==> config.mk <==
export PLATFORM = sky130hd
export DESIGN_NAME = rti_front
export DESIGN_NICKNAME = d
export VERILOG_FILES = /design/src/rti_pkg.sv /design/src/rti_front.sv
export SDC_FILE = /design/constraint.sdc
export NUM_CORES = 1
export LEC_CHECK = 0
export ABC_AREA = 1
export BUFFER_PORTS_ARGS = -buffer_cell sky130_fd_sc_hd__buf_2
export CORE_AREA = 2 2 265 267
export CTS_BUF_LIST = sky130_fd_sc_hd__clkbuf_8
export CTS_CLUSTER_DIAMETER = 120
export DETAILED_ROUTE_END_ITERATION = 10
export DIE_AREA = 0 0 267 269
export GPL_TIMING_DRIVEN = 0
export HOLD_SLACK_MARGIN = 0.05
export PLACE_DENSITY = 0.71
export SYNTH_ARGS = -nofsm -noshare
export SYNTH_HDL_FRONTEND = slang
export SYNTH_SLANG_ARGS = --single-unit
==> constraint.sdc <==
create_clock -name clk -period 21 [get_ports clk]
set_input_delay 2.1 -clock clk [delete_from_list [all_inputs] [get_ports clk]]
set_output_delay 2.1 -clock clk [all_outputs]
set_load 0.01 [all_outputs]
==> src/rti_pkg.sv <==
// ----------------------------------------------------------------------------
// Ray / triangle intersection package
// Payload types, register indexes and fixed widths shared by the block.
// ----------------------------------------------------------------------------
package rti_pkg;

	// Width of every exact dot product (magnitudes stay below 2^99).
	localparam int DW = 100;
	// Quotient bits produced by each divider.
	localparam int QB = 33;
	// Remainder width inside the dividers.
	localparam int RW = DW + QB;
	// Fraction bits of the barycentric weights.
	localparam int BARY_FRAC_BITS = 16;
	// Width of a coordinate difference.
	localparam int CW = 33;

	localparam logic signed [31:0] DIR_Z_RESET = 32'sd65536;
	localparam logic [31:0] DET_THR_RESET = 32'd1;

	typedef enum logic [2:0] {
		REG_ORG_X,
		REG_ORG_Y,
		REG_ORG_Z,
		REG_DIR_X,
		REG_DIR_Y,
		REG_DIR_Z,
		REG_DET_THR
	} reg_idx_t;

	typedef struct packed {
		logic signed [31:0] vert_a_x;
		logic signed [31:0] vert_a_y;
		logic signed [31:0] vert_a_z;
		logic signed [31:0] vert_b_x;
		logic signed [31:0] vert_b_y;
		logic signed [31:0] vert_b_z;
		logic signed [31:0] vert_c_x;
		logic signed [31:0] vert_c_y;
		logic signed [31:0] vert_c_z;
	} tri_item_t;

	typedef struct packed {
		logic               hit;
		logic signed [31:0] ray_param;
		logic [16:0]        bary_u;
		logic [16:0]        bary_v;
	} res_item_t;

	typedef struct packed {
		logic signed [31:0] x;
		logic signed [31:0] y;
		logic signed [31:0] z;
	} vec32_t;

	// Edges and origin offset of one triangle.
	typedef struct packed {
		logic signed [CW-1:0] e1_x;
		logic signed [CW-1:0] e1_y;
		logic signed [CW-1:0] e1_z;
		logic signed [CW-1:0] e2_x;
		logic signed [CW-1:0] e2_y;
		logic signed [CW-1:0] e2_z;
		logic signed [CW-1:0] tv_x;
		logic signed [CW-1:0] tv_y;
		logic signed [CW-1:0] tv_z;
	} geom_t;

	// Status that travels beside the dividers.
	typedef struct packed {
		logic vld;
		logic hit;
		logic tneg;
	} side_t;

	function automatic logic signed [CW-1:0] sub33(input logic signed [31:0] a,
			input logic signed [31:0] b);
		sub33 = CW'(a) - CW'(b);
	endfunction

endpackage

==> src/rti_front.sv <==
// ----------------------------------------------------------------------------
// Ray / triangle front end
// Takes triangles and forms the edges e1 and e2 and the origin offset.
// ----------------------------------------------------------------------------
module rti_front (
	input  logic              clk,
	input  logic              arst_n,
	input  logic              push,
	input  rti_pkg::tri_item_t triangle,
	output logic              full,
	input  rti_pkg::vec32_t   org,
	output logic              q_push,
	output rti_pkg::geom_t    q_data,
	input  logic              q_full
);
	import rti_pkg::*;

	logic  vld_s1;
	geom_t geo_s1;
	logic  take;

	assign full   = vld_s1 && q_full;
	assign take   = push && !full;
	assign q_push = vld_s1 && !q_full;
	assign q_data = geo_s1;

	always_ff @(posedge clk) begin
		if (take) begin
			geo_s1.e1_x <= sub33(triangle.vert_b_x, triangle.vert_a_x);
			geo_s1.e1_y <= sub33(triangle.vert_b_y, triangle.vert_a_y);
			geo_s1.e1_z <= sub33(triangle.vert_b_z, triangle.vert_a_z);
			geo_s1.e2_x <= sub33(triangle.vert_c_x, triangle.vert_a_x);
			geo_s1.e2_y <= sub33(triangle.vert_c_y, triangle.vert_a_y);
			geo_s1.e2_z <= sub33(triangle.vert_c_z, triangle.vert_a_z);
			geo_s1.tv_x <= sub33(org.x, triangle.vert_a_x);
			geo_s1.tv_y <= sub33(org.y, triangle.vert_a_y);
			geo_s1.tv_z <= sub33(org.z, triangle.vert_a_z);
		end
	end

	always_ff @(posedge clk or negedge arst_n) begin
		if (!arst_n) begin
			vld_s1 <= 1'b0;
		end else if (take) begin
			vld_s1 <= 1'b1;
		end else if (q_push) begin
			vld_s1 <= 1'b0;
		end
	end
endmodule

==> impl_metrics.tcl <==
set metrics [dict create \
    critPathMaxStageDelay_ps 150 \
    critPathMostFrequentCell "buf_2" \
    path_class "in -> out" \
    vias_per_cell 4.80 \
    rsz0062_at_grt "false" \
    worstPathRequired_ps 18900 \
    nFillCells 7341 \
    gp_congestion 1.01 \
    min_period_ps 4630 \
    hold-worst-slack_ps 489 \
    synth_warnings 0 \
    ys_seq_area_share_pct 28.5 \
    avgSynthCellArea_um2 6.12 \
    dieArea_mm2 0.0718 \
    hold_end "vld_s1" \
    areaGrowthSynthToFinish_pct 19.1 \
    slew_headroom_pct 43.0 \
    firstDrtPassIters 5 \
    rows 97 \
    ys_types 21 \
    drc_errors 0 \
    fin_worst_skew_ps 18.8 \
    antenna_found_initial 28 \
    cts_root_buf "clkbuf_8" \
    rr_startpoint "vld_s1" \
    ctsResizeCount 0 \
    numPortBuffers 686 \
    cts_tree "built" \
    finalSetupViolations 0 \
    ctsHoldBuffers 0 \
    ios 687 \
    grt_pass1_wl_mm 178 \
    netlist.area_leader.share_pct 28.4 \
    timing.rr.end "q_data[95]" \
    status "completed" \
    start_kind "primary input" \
    grt_max_degree 35 \
    final.period_utilization_pct 22.1 \
    end_kind "output port" \
    cts_buffer_depth 3 \
    post-dp-hpwl_mm 106 \
    initial_core_util_pct 45.4 \
    worst_slew_pin_slew_ps 853 \
    hold_class "reg -> reg" \
    r2r_cells 7 \
    clkTransAtPathRegs_ps 60 \
    slowest_stage "buf_2" \
    wire_per_inst_um 17.6 \
    synth.ff_latch_count 298 \
    routed_wl_mm 122 \
    synth_largest_area_cell "edfxtp_1" \
    synth_fp_nets 5823 \
    hp-start "vld_s1" \
    htreeDepth 2 \
    crit_fanout 2 \
    clock_latency_ps 680 \
    fmax_mhz 216 \
    hold_depth 2 \
    ir_drop_mv 0.0458 \
    clock-sinks 298 \
    core_mm2 0.0693 \
    reg2reg_slack_ps 18410 \
    leakagePower_uw 0.0235 \
    grt_overflow 0 \
    cp_cell_sequence "buf_2 > nand2_1 > inv_1 > buf_2" \
    final_cell_mix "2239 x nand2_1, 1263 x inv_1, 686 x buf_2" \
    ys_top_cells_by_area "edfxtp_1 28%, nand2_1 27%, inv_1 15%" \
    mostFrequentLayoutCell "nand2_1" \
    crit_arrival_ps 2530 \
    cts_setup_buffers 0 \
    final_util_pct 54.0 \
    drtAntennaViolNets 0 \
    maxSlewViolCount 0 \
    final_cell_count_no_fill 6901 \
    grt_pass1_vias 31600 \
    track_usage_pct 33.1 \
    netlist_area_mm2 0.0314 \
    finalHoldViolations 0 \
    power_uw 2230 \
    powerDensity_mw_per_mm2 59.5 \
    drive_gt1_share_pct 14.3 \
    die-width_um 267 \
    dr_total_vias 33100 \
    drt-initial-drc-count 1951 \
    dpl.cell_count 6773 \
    nNetsFinal 6578 \
    cts_buffers 58 \
    maxCapViolCount 0 \
    syn_inst 5138 \
    die-height_um 269 \
]
worst max path at each step:
stage / from / endpoint / slack, ps
6_report: q_full / full / 16370
5_1_grt: q_full / full / 16340
4_1_cts: q_full / full / 16370
3_5_place_dp: q_full / full / 16370
3_3_place_gp: q_full / q_data[86] / -1120
2_1_floorplan: q_full / q_data[0] / 5490
state kept, by name (all words and copies together) (netlist names):
| register | flops |
|---|---|
| q_data | 297 |
| vld_s1 | 1 |
synth_stat cells:
master,count
nand2_1,2239
inv_1,1242
nor2_1,374
edfxtp_1,297
ha_1,288
nand3_1,198
a21oi_1,180
xor2_1,117
nand2_2,52
nand4_1,36
and2_1,18
nor3_1,18
xnor2_1,18
nand3_2,12
a21o_1,9
fa_1,9
o21bai_1,9
or2_1,9
a21oi_2,6
buf_4,6
dfrtp_1,1
layer usage:
metal / part of all wire (%) / vias up / GRT usage, % / routed length (µm)
met4: 4.8 / 18 / 14.6 / 5810
met2: 49 / 1051 / 60.5 / 59900
met5: 0.098 / - / 0 / 119
met3: 7.0 / 253 / 6.58 / 8490
met1: 39 / 14800 / 37.3 / 47300
li1: - / 17000 / - / -
layout make-up:
type                            count  area (µm²)  area share (%)
Sequential cell                   298        8940            23.9
Buffer                              6        45.0           0.120
Clock buffer                       62         853            2.28
Antenna cell                       18        45.0           0.120
Multi-Input combinational cell   3592       17800            47.5
Clock inverter                     48         318           0.849
Timing Repair Buffer              695        3610            9.65
Tap cell                          940        1180            3.14
Inverter                         1242        4660            12.4
kinds of logic after synthesis:
logic type | after synthesis | synth area share, %
and+or+nand+nor | 2956 | 37.3
buffers and inverters | 1248 | 15.0
DFF | 298 | 28.5
adders and majority gates | 297 | 12.0
AOI/OAI and AO/OA | 204 | 3.46
xor gates and xnor gates | 135 | 3.76
critical path: cells and delay by family:
family	cells	cell delay [ps]
buf+inv	3	360
simple gates	1	70
power breakdown:
part           total [µW]  internal (µW)  switching, µW
Sequential            774            751           22.1
Clock                 613            322            291
Combinational         843            283            560
Total                2230           1360            873
per-stage QoR:
step / cell area [µm²] / setup WS [ps] / TNS [ps]
after floorplan: 31400 / 5490 / 0
after global routing: 37400 / 16340 / 0
after global placement: 36000 / -1120 / -318060
after detailed placement: 36200 / 16370 / 0
after CTS: 37400 / 16370 / 0
final: 37400 / 16370 / 0
Note: power is estimated with default switching activity, not from simulation.
