==> src/rti_fifo.sv <==
// ----------------------------------------------------------------------------
// Small queue
// Register based first-in first-out buffer; DEPTH must be a power of two.
// ----------------------------------------------------------------------------
module rti_fifo #(
	parameter type T = logic,
	parameter int DEPTH = 4
) (
	input  logic clk,
	input  logic arst_n,
	input  logic push,
	input  T     wdata,
	output logic full,
	input  logic pop,
	output T     rdata,
	output logic empty
);
	localparam int AW = $clog2(DEPTH);

	T                mem_q [DEPTH];
	logic [AW-1:0]   wr_ptr_q;
	logic [AW-1:0]   rd_ptr_q;
	logic [AW:0]     cnt_q;
	logic            do_push;
	logic            do_pop;

	assign full    = (cnt_q == (AW+1)'(DEPTH));
	assign empty   = (cnt_q == '0);
	assign do_push = push && !full;
	assign do_pop  = pop && !empty;
	assign rdata   = mem_q[rd_ptr_q];

	always_ff @(posedge clk) begin
		if (do_push) begin
			mem_q[wr_ptr_q] <= wdata;
		end
	end

	always_ff @(posedge clk or negedge arst_n) begin
		if (!arst_n) begin
			wr_ptr_q <= '0;
			rd_ptr_q <= '0;
			cnt_q    <= '0;
		end else begin
			if (do_push) begin
				wr_ptr_q <= wr_ptr_q + 1'b1;
			end
			if (do_pop) begin
				rd_ptr_q <= rd_ptr_q + 1'b1;
			end
			if (do_push && !do_pop) begin
				cnt_q <= cnt_q + 1'b1;
			end else if (do_pop && !do_push) begin
				cnt_q <= cnt_q - 1'b1;
			end
		end
	end
endmodule

==> config.mk <==
export PLATFORM = sky130hd
export DESIGN_NAME = rti_fifo
export DESIGN_NICKNAME = d
export VERILOG_FILES = /design/src/rti_fifo.sv
export SDC_FILE = /design/constraint.sdc
export NUM_CORES = 1
export LEC_CHECK = 0
export BUFFER_PORTS_ARGS = -buffer_cell sky130_fd_sc_hd__buf_2
export CAP_MARGIN = 20
export CORE_MARGIN = 5
export CORE_UTILIZATION = 35
export CTS_CLUSTER_DIAMETER = 60
export DETAILED_ROUTE_END_ITERATION = 8
export GPL_TIMING_DRIVEN = 0
export SKIP_CTS_REPAIR_TIMING = 1
export SLEW_MARGIN = 20
export SYNTH_ARGS = -nofsm -noshare
export SYNTH_HDL_FRONTEND = slang
export SYNTH_SLANG_ARGS = --single-unit
==> constraint.sdc <==
create_clock -name clk -period 3.9 [get_ports clk]
set_input_delay 0.39 -clock clk [delete_from_list [all_inputs] [get_ports clk]]
set_output_delay 0.39 -clock clk [all_outputs]
set_load 0.01 [all_outputs]
==> results list, run 1 <==
* Syn Inst Count: 42
- Type of the worst setup path: flip-flop to flip-flop
* Number of non-filler instances in the completed layout: 70
- By area, the combinational part of the netlist is dominated by adder cells.
- Number of failing hold endpoints at the final stage: 0
- Status: finished clean
- Floorplan die area: 2560 µm²
* Unrepaired setup endpoints after global routing: false
- The routed layout has 315 vias.
* Cell area power density: 747 nW/µm²
* Area growth from synthesis to final layout: 15.9%
- The design draws 498 µW.
- Share of the clock period used by the worst path: 55.3%
- Path category of the worst min-delay check: input pin to flip-flop
- Including well taps, the total number of placed cells is 65.
- Fin nets: 66
- Critical Path Start Type: flip-flop
- Syn Area/Cell: 13.7 µm²
- Post-route cell area: 667 µm²
* Worst-case clock buffer depth: 2
* Clock slew at the register clock pins of the worst setup and hold paths: 0.07 ns
- Source of the worst hold timing path: wdata
* Number of antenna diodes: 0
* Final critical-path setup slack: 1.74 ns
- Number of primary I/O pins: 8
- Post-synthesis simple-gate area fraction: 12.2%
- Pin slew with the least headroom to its limit: 0.230 ns
* Instance area at placement: 631 µm²
* Number of pins exceeding their max-slew limit in the final report: 0
* Mux share of post-synthesis cell area: 8.48%
- Die Wd: 50.6 µm
- Highest Clock Rate: 0.464 GHz
- GRT Util Overall: 7.84%
* Adder-Cell Fraction of Synth Area: 14.3%
* Pleak: 0.309 nW
- Inserted Clock Buffers: 3
- Fraction of the yosys area taken by sequential cells: 51.3%
- STA classifies the critical path endpoint as a flip-flop.
- CTS tree: done
- In the final layout, the share of cells above drive strength 1 is 27.8%.
* Number of clock sinks: 11
- Along the worst path, the maximum fanout reaches 4.
- CTS built an H-tree with a depth of 1.
- Largest net degree at the start of global routing: 8
* Drt wl/cell: 11.6 µm
- Wire length of the first global-routing pass: 1.37 mm
- The worst hold path terminates at mem_q[2].
* Post-synthesis cell area: 576 µm²
* Vertical die dimension: 50.6 µm
- The worst register-to-register path has a depth of 8.
- The via count of the first global-routing pass was 306.
- Gpl congestion: 0.690
* Number of cells on the worst hold path: 1
- 1st-pass router iterations: 1
* Clock Skews: 0.00179 ns
- Crit path launch: cnt_q[0]
* Yosys top cell area share: 30.4%
* Initial antenna violation count: 0
* Final wirelength: 814 µm
* Max IR drop VDD: 0.000311 V
- Worst slew slack as a fraction of its limit: 84.7%
* Initial Utilization: 37.3%
- After the first detailed-routing iteration, the DRC count stood at 0.
* Finish-stage setup viols: 0
- Yosys cell types: 18
* Final worst hold slack: 0.337 ns
- Master cell of the clock root buffer: sky130_fd_sc_hd__clkbuf_4
- The setup check on the worst reg-to-reg path leaves a slack of 1.74 ns.
* Capture instance of the worst register-to-register path: cnt_q[2]
- Yosys warns: 0
* Leftover overflow at the end of global routing: 0
- The worst register-to-register path begins at cnt_q[0].
- After detailed routing, the number of remaining DRC violations is 0.
- Data on the critical path is required at its endpoint by 4.09 ns.
* Mapped Nets: 53
* Biggest area contributors in the synthesized netlist: sky130_fd_sc_hd__dfrtp_1 30%, sky130_fd_sc_hd__edfxtp_1 21%, sky130_fd_sc_hd__ha_1 11%
- Post-layout min period: 2.16 ns
- The synthesized netlist devotes 0% of its cell area to compound gates.
* Xor-xnor portion of the synthesized cell area: 9.13%
- The wire-length estimate of the detail-placed layout is 648 µm.
- Fraction of the core area covered by cells at the end of the flow: 43.3%
- Cell taking the most area after synthesis: sky130_fd_sc_hd__dfrtp_1
- Antenna Violating Nets Remaining: 0
- Setup slack at placement: 1.74 ns
* Core area: 1540 µm²
* Post-synthesis register bit count: 11
- The floorplan has 14 rows.
* Number of vias per cell: 4.50
- Across the run, the number of max-cap violations was 0.
* Input/output buffers: 7
- For the worst setup path, the data arrival time is 2.35 ns.
- For the worst-skew pair, the clock arrives at the later sink with an insertion delay of 0.27 ns.
* Setup Total Neg Slack: 0 ns
how the worst max path moves through the flow:
stage,depth (start not counted),end
floorplan,8,cnt_q[2]
finish,8,cnt_q[2]
global route,8,cnt_q[2]
global placement,8,cnt_q[2]
CTS,8,cnt_q[2]
detailed placement,8,cnt_q[2]
cell families (layout without fill, tap and decap cells):
family | Yosys count | in the layout
fa+ha+maj | 6 | 6
xor+xnor | 6 | 6
buf+inv | 5 | 17
mux | 3 | 3
simple gates | 11 | 11
flops | 11 | 11
area by class of cell:
type | count | area, µm²
repair buffers | 8 | 45.0
plain buffers | 1 | 11.3
fillers | 149 | 875
multi-input cells | 26 | 254
well taps | 16 | 20.0
flip-flops and latches | 11 | 295
clock buffers | 4 | 26.3
inverters | 4 | 15.0
state kept, by name (all words and copies together) (netlist names):
signal	flops
mem_q	4
cnt_q	3
rd_ptr_q	2
wr_ptr_q	2
power by group:
part | internal [mW] | switching [mW]
clock network | 0.0396 | 0.0361
logic | 0.119 | 0.0861
registers | 0.170 | 0.0479
total | 0.328 | 0.170
cells in the mapped netlist:
master / instances
sky130_fd_sc_hd__xnor2_1: 4
sky130_fd_sc_hd__nor3b_4: 1
sky130_fd_sc_hd__mux2_4: 1
sky130_fd_sc_hd__and2_1: 3
sky130_fd_sc_hd__fa_1: 1
sky130_fd_sc_hd__mux4_2: 1
sky130_fd_sc_hd__ha_1: 5
sky130_fd_sc_hd__mux2_2: 1
sky130_fd_sc_hd__or3_1: 1
sky130_fd_sc_hd__dfrtp_1: 7
sky130_fd_sc_hd__buf_6: 1
sky130_fd_sc_hd__nor2b_1: 1
sky130_fd_sc_hd__edfxtp_1: 4
sky130_fd_sc_hd__xor2_1: 2
sky130_fd_sc_hd__nand3_1: 1
sky130_fd_sc_hd__nand2_1: 2
sky130_fd_sc_hd__nor2_1: 2
sky130_fd_sc_hd__inv_1: 4
routing by layer:
| metal | up-vias | wire length (µm) | part of all wire (%) | global-route usage, % |
|---|---|---|---|---|
| met5 | - | 0 | 0 | 0 |
| met4 | 0 | 23 | 2.8 | 5.11 |
| met3 | 4 | 58 | 7.1 | 6.51 |
| met2 | 6 | 413 | 51 | 11.4 |
| met1 | 145 | 319 | 39 | 7.39 |
| li1 | 160 | - | - | - |
worst max-delay path, cell delays in order (launching register included):
cell                      delay [ns]
sky130_fd_sc_hd__dfrtp_1        0.46
sky130_fd_sc_hd__or3_1          0.43
sky130_fd_sc_hd__nand2_1        0.12
sky130_fd_sc_hd__ha_1           0.20
sky130_fd_sc_hd__inv_1          0.07
sky130_fd_sc_hd__fa_1           0.39
sky130_fd_sc_hd__xor2_1         0.15
sky130_fd_sc_hd__nor2_1         0.11
sky130_fd_sc_hd__xor2_1         0.15
cell usage in the layout (no fill, tap or decap):
master	synthesis	layout
sky130_fd_sc_hd__xor2_1	2	2
sky130_fd_sc_hd__nor3b_4	1	1
sky130_fd_sc_hd__dlygate4sd3_1	0	1
sky130_fd_sc_hd__nand3_1	1	1
sky130_fd_sc_hd__fa_1	1	1
sky130_fd_sc_hd__mux2_4	1	1
sky130_fd_sc_hd__nor2_1	2	2
sky130_fd_sc_hd__or3_1	1	1
sky130_fd_sc_hd__edfxtp_1	4	4
sky130_fd_sc_hd__clkbuf_4	0	3
sky130_fd_sc_hd__mux4_2	1	1
sky130_fd_sc_hd__inv_1	4	4
sky130_fd_sc_hd__mux2_2	1	1
sky130_fd_sc_hd__xnor2_1	4	4
sky130_fd_sc_hd__buf_6	1	1
sky130_fd_sc_hd__nor2b_1	1	1
sky130_fd_sc_hd__buf_2	0	7
sky130_fd_sc_hd__nand2_1	2	2
sky130_fd_sc_hd__clkbuf_1	0	1
sky130_fd_sc_hd__ha_1	5	5
sky130_fd_sc_hd__dfrtp_1	7	7
sky130_fd_sc_hd__and2_1	3	3
(Power assumes the default switching activity.)
==> run 2, diff against run 1 <==
clock period = 2 ns   (was 3.9 ns; I/O delays follow)
==> run 2 against run 1 <==
Cell count up 4.3%. Combinational power up 140%. Sequential share of layout area down 2.9 points. First-iteration DRC count up 2. Register-to-register slack worse by 1.7 ns. Critical endpoint unchanged. Routed wire length up 5.5%. Core utilization up 3.4 points. Clock power up 94%. Critical path type unchanged.
==> results list, run 2 (same netlist as run 1, synthesis figures left out) <==
* Max IR drop VDD: 0.000618 V (+98%)
- Sw Ratio: 33.4% (-0.69 points)
* Register-to-register setup slack: 0.06 ns (-1.69 ns)
- The clock latency reported for the late side of the worst-skew pair was 0.27 ns (about the same).
- Number of primary I/O pins: 8 (unchanged)
- The remaining antenna violation count after routing was 0 (unchanged).
* Finish-stage setup viols: 0 (unchanged)
- Worst slew slack as a fraction of its limit: 87.4% (+2.7 points)
* Switching power: 355 µW (+110%)
- The flip-flop count of the largest register after layout was 4 (unchanged).
- The cell that appears most often on the critical path is sky130_fd_sc_hd__xor2_1.
- The worst hold path terminates at mem_q[2].
- Max-capacitance violation count: 0 (unchanged)
- Drt drc: 0 (unchanged)
- Number of failing hold endpoints at the final stage: 0 (unchanged)
- From synthesis to final layout, the design area changed by 25.0%.
- The number of vias per cell is 4.52 (+0.46%).
- Vias: 330 (+4.8%)
- The share of total power in combinational logic is 46.8% (+5.7 points).
- The final weighted congestion in routability-driven placement came to 0.690 (unchanged).
- The number of buffers created by CTS came to 3 (unchanged).
- Source of the worst hold timing path: wdata
- The achievable clock frequency is 0.515 GHz (+11%).
- Overall power after layout: 1.06 mW (+110%)
- The worst endpoint required time is 2.19 ns (-1.90 ns).
- Cell area power density: 1480 nW/µm² (+97%)
- Via count of the first global-routing pass: 306 (unchanged)
- The antenna diode count is 0 (unchanged).
- Unrepaired setup endpoints after global routing: true
- CP Data Arrival Time: 2.13 ns (-0.22 ns)
- Wire length of the first global-routing pass: 1.37 mm (unchanged)
- Vertical die dimension: 50.6 µm (unchanged)
- The number of optimization iterations in the first detailed-route pass is 2 (+1).
- Fraction of power consumed by sequential logic: 39.4% (-4.3 points)
- Highest cell delay on the worst timing path: 0.43 ns (-0.03 ns)
- The floorplan row count was 14 (unchanged).
* Fin nets: 69 (+4.5%)
- Top library cells by usage in the layout, fill and taps aside: 7 x sky130_fd_sc_hd__buf_2, 5 x sky130_fd_sc_hd__dfrtp_1, 4 x sky130_fd_sc_hd__xnor2_1, 4 x sky130_fd_sc_hd__ha_1, 4 x sky130_fd_sc_hd__edfxtp_1
* GRT Util Overall: 7.84% (unchanged)
* Input/output buffers: 7 (unchanged)
* Register with the most flip-flops: mem_q
- Core area: 1540 µm² (unchanged)
- Share of the clock period used by the worst path: 97.0% (+42 points)
* Share of final-layout standard cells stronger than drive strength 1: 43.9% (+16 points)
* Master cell of the clock root buffer: sky130_fd_sc_hd__clkbuf_4
- Walking the worst path, the cells encountered are or3_4 -> nand2_4 -> ha_4 -> inv_2 -> fa_2 -> xor2_1 -> nor2_1 -> xor2_1.
- The die outline area is 2560 µm² (unchanged).
- Clock slew at the register clock pins of the worst setup and hold paths: 0.06 ns (about the same)
- The tightest min-delay check is of the input pin to flip-flop type.
* DRC violation total after the first TritonRoute iteration: 2 (+2)
- The relative contribution of the clock network to total power came to 13.8% (-1.4 points).
- Number of pins exceeding their max-slew limit in the final report: 0 (unchanged)
* Slowest cell on the critical path: sky130_fd_sc_hd__dfrtp_2
- The transition time at the pin with the least slew margin was 0.189 ns (-0.0413 ns).
- Initial Utilization: 37.3% (unchanged)
- The worst hold margin was 0.153 ns (-0.185 ns).
* Pleak: 0.325 nW (+5.1%)
- Crit end category: flip-flop
* Top flop regs: mem_q x4, cnt_q x3
- The clock sink count is 11 (unchanged).
- Leftover overflow at the end of global routing: 0 (unchanged)
* Clock Skews: 0.000316 ns (-0.00148 ns)
- The number of antenna violations at the first check in global routing came to 0 (unchanged).
- Capture instance of the worst register-to-register path: cnt_q[2]
* CTS tree: done
- The flow ran to the end, and the final reports show no timing, DRC or antenna violations.
- Critical Path Start Type: flip-flop
* Worst-case clock buffer depth: 2 (unchanged)
- Internal Dissipation: 707 µW (+120%)
* Largest net degree at the start of global routing: 8 (unchanged)
- The half-perimeter wire length after placement is 648 µm (unchanged).
* Number of cells on the worst hold path: 1 (unchanged)
- Largest fanout on the critical path: 3 (-1)
- Type of the worst setup path: flip-flop to flip-flop
- CTS H-tree lvls: 1 (unchanged)
- The total wirelength of the detailed-routed design came to 859 µm (+5.5%).
- The die width was 50.6 µm (unchanged).
- Commonest non-fill, non-tap cell in the layout: sky130_fd_sc_hd__buf_2
- Worst-case reg-to-reg path depth: 8 (unchanged)
- The post-route minimum period came to 1.94 ns (-0.214 ns).
- Worst R2R Start: cnt_q[0]
* Drt wl/cell: 11.8 µm (+1.2%)
[run 2: critical path: cells and delay by family, from the launching register on]
kind | cells | cell delay (ns)
adder cells (fa/ha/maj) | 2 | 0.48
flip-flops | 1 | 0.43
AND/OR/NAND/NOR | 3 | 0.62
buffers and inverters | 1 | 0.04
XOR/XNOR | 2 | 0.30
[run 2: per-stage QoR]
stage          setup WS, ns  cells  instance area (µm²)  util, %  TNS, ns
4_1_cts              -0.192     69                  657     42.6   -0.316
3_3_place_gp         -0.124     65                  631     40.9   -0.193
2_1_floorplan      0.000868     42                  576        -        0
3_5_place_dp         -0.157     65                  631     40.9   -0.262
5_1_grt             -0.0434     73                  719     46.7  -0.0531
6_report             0.0591     73                  719     46.7        0
[run 2: power groups by stage]
stage               clock, mW  sequential [mW]  combinational, mW
floorplan                   0            0.411              0.324
global placement            0            0.429              0.394
detailed placement          0            0.431              0.406
CTS                     0.155            0.426              0.409
global route            0.168            0.431              0.552
finish                  0.147            0.418              0.497
[run 2: per-layer routing]
layer  up-vias  wire length (µm)  track usage [%]
met5         -                 0                0
met4         0                23             5.11
met3         4                59             6.51
met2         6               449             11.4
met1       154               327             7.39
li1        166                 -                -
[run 2: area by class of cell]
type	instances	area, µm²
plain buffers	1	11.3
fillers	143	822
inverters	4	15.0
clock buffers	4	26.3
well taps	16	20.0
multi-input cells	26	282
repair buffers	11	67.6
flip-flops and latches	11	298
[run 2: worst max path at each step]
stage                         from  endpoint  slack [ns]  cells after the start
after floorplan           cnt_q[0]  cnt_q[2]      0.0009                      8
after global placement    cnt_q[0]  cnt_q[2]       -0.12                      8
after detailed placement  cnt_q[0]  cnt_q[2]       -0.16                      8
after CTS                 cnt_q[0]  cnt_q[2]       -0.19                      8
after global routing      cnt_q[0]  cnt_q[2]       -0.04                      8
final                     cnt_q[0]  cnt_q[2]        0.06                      8
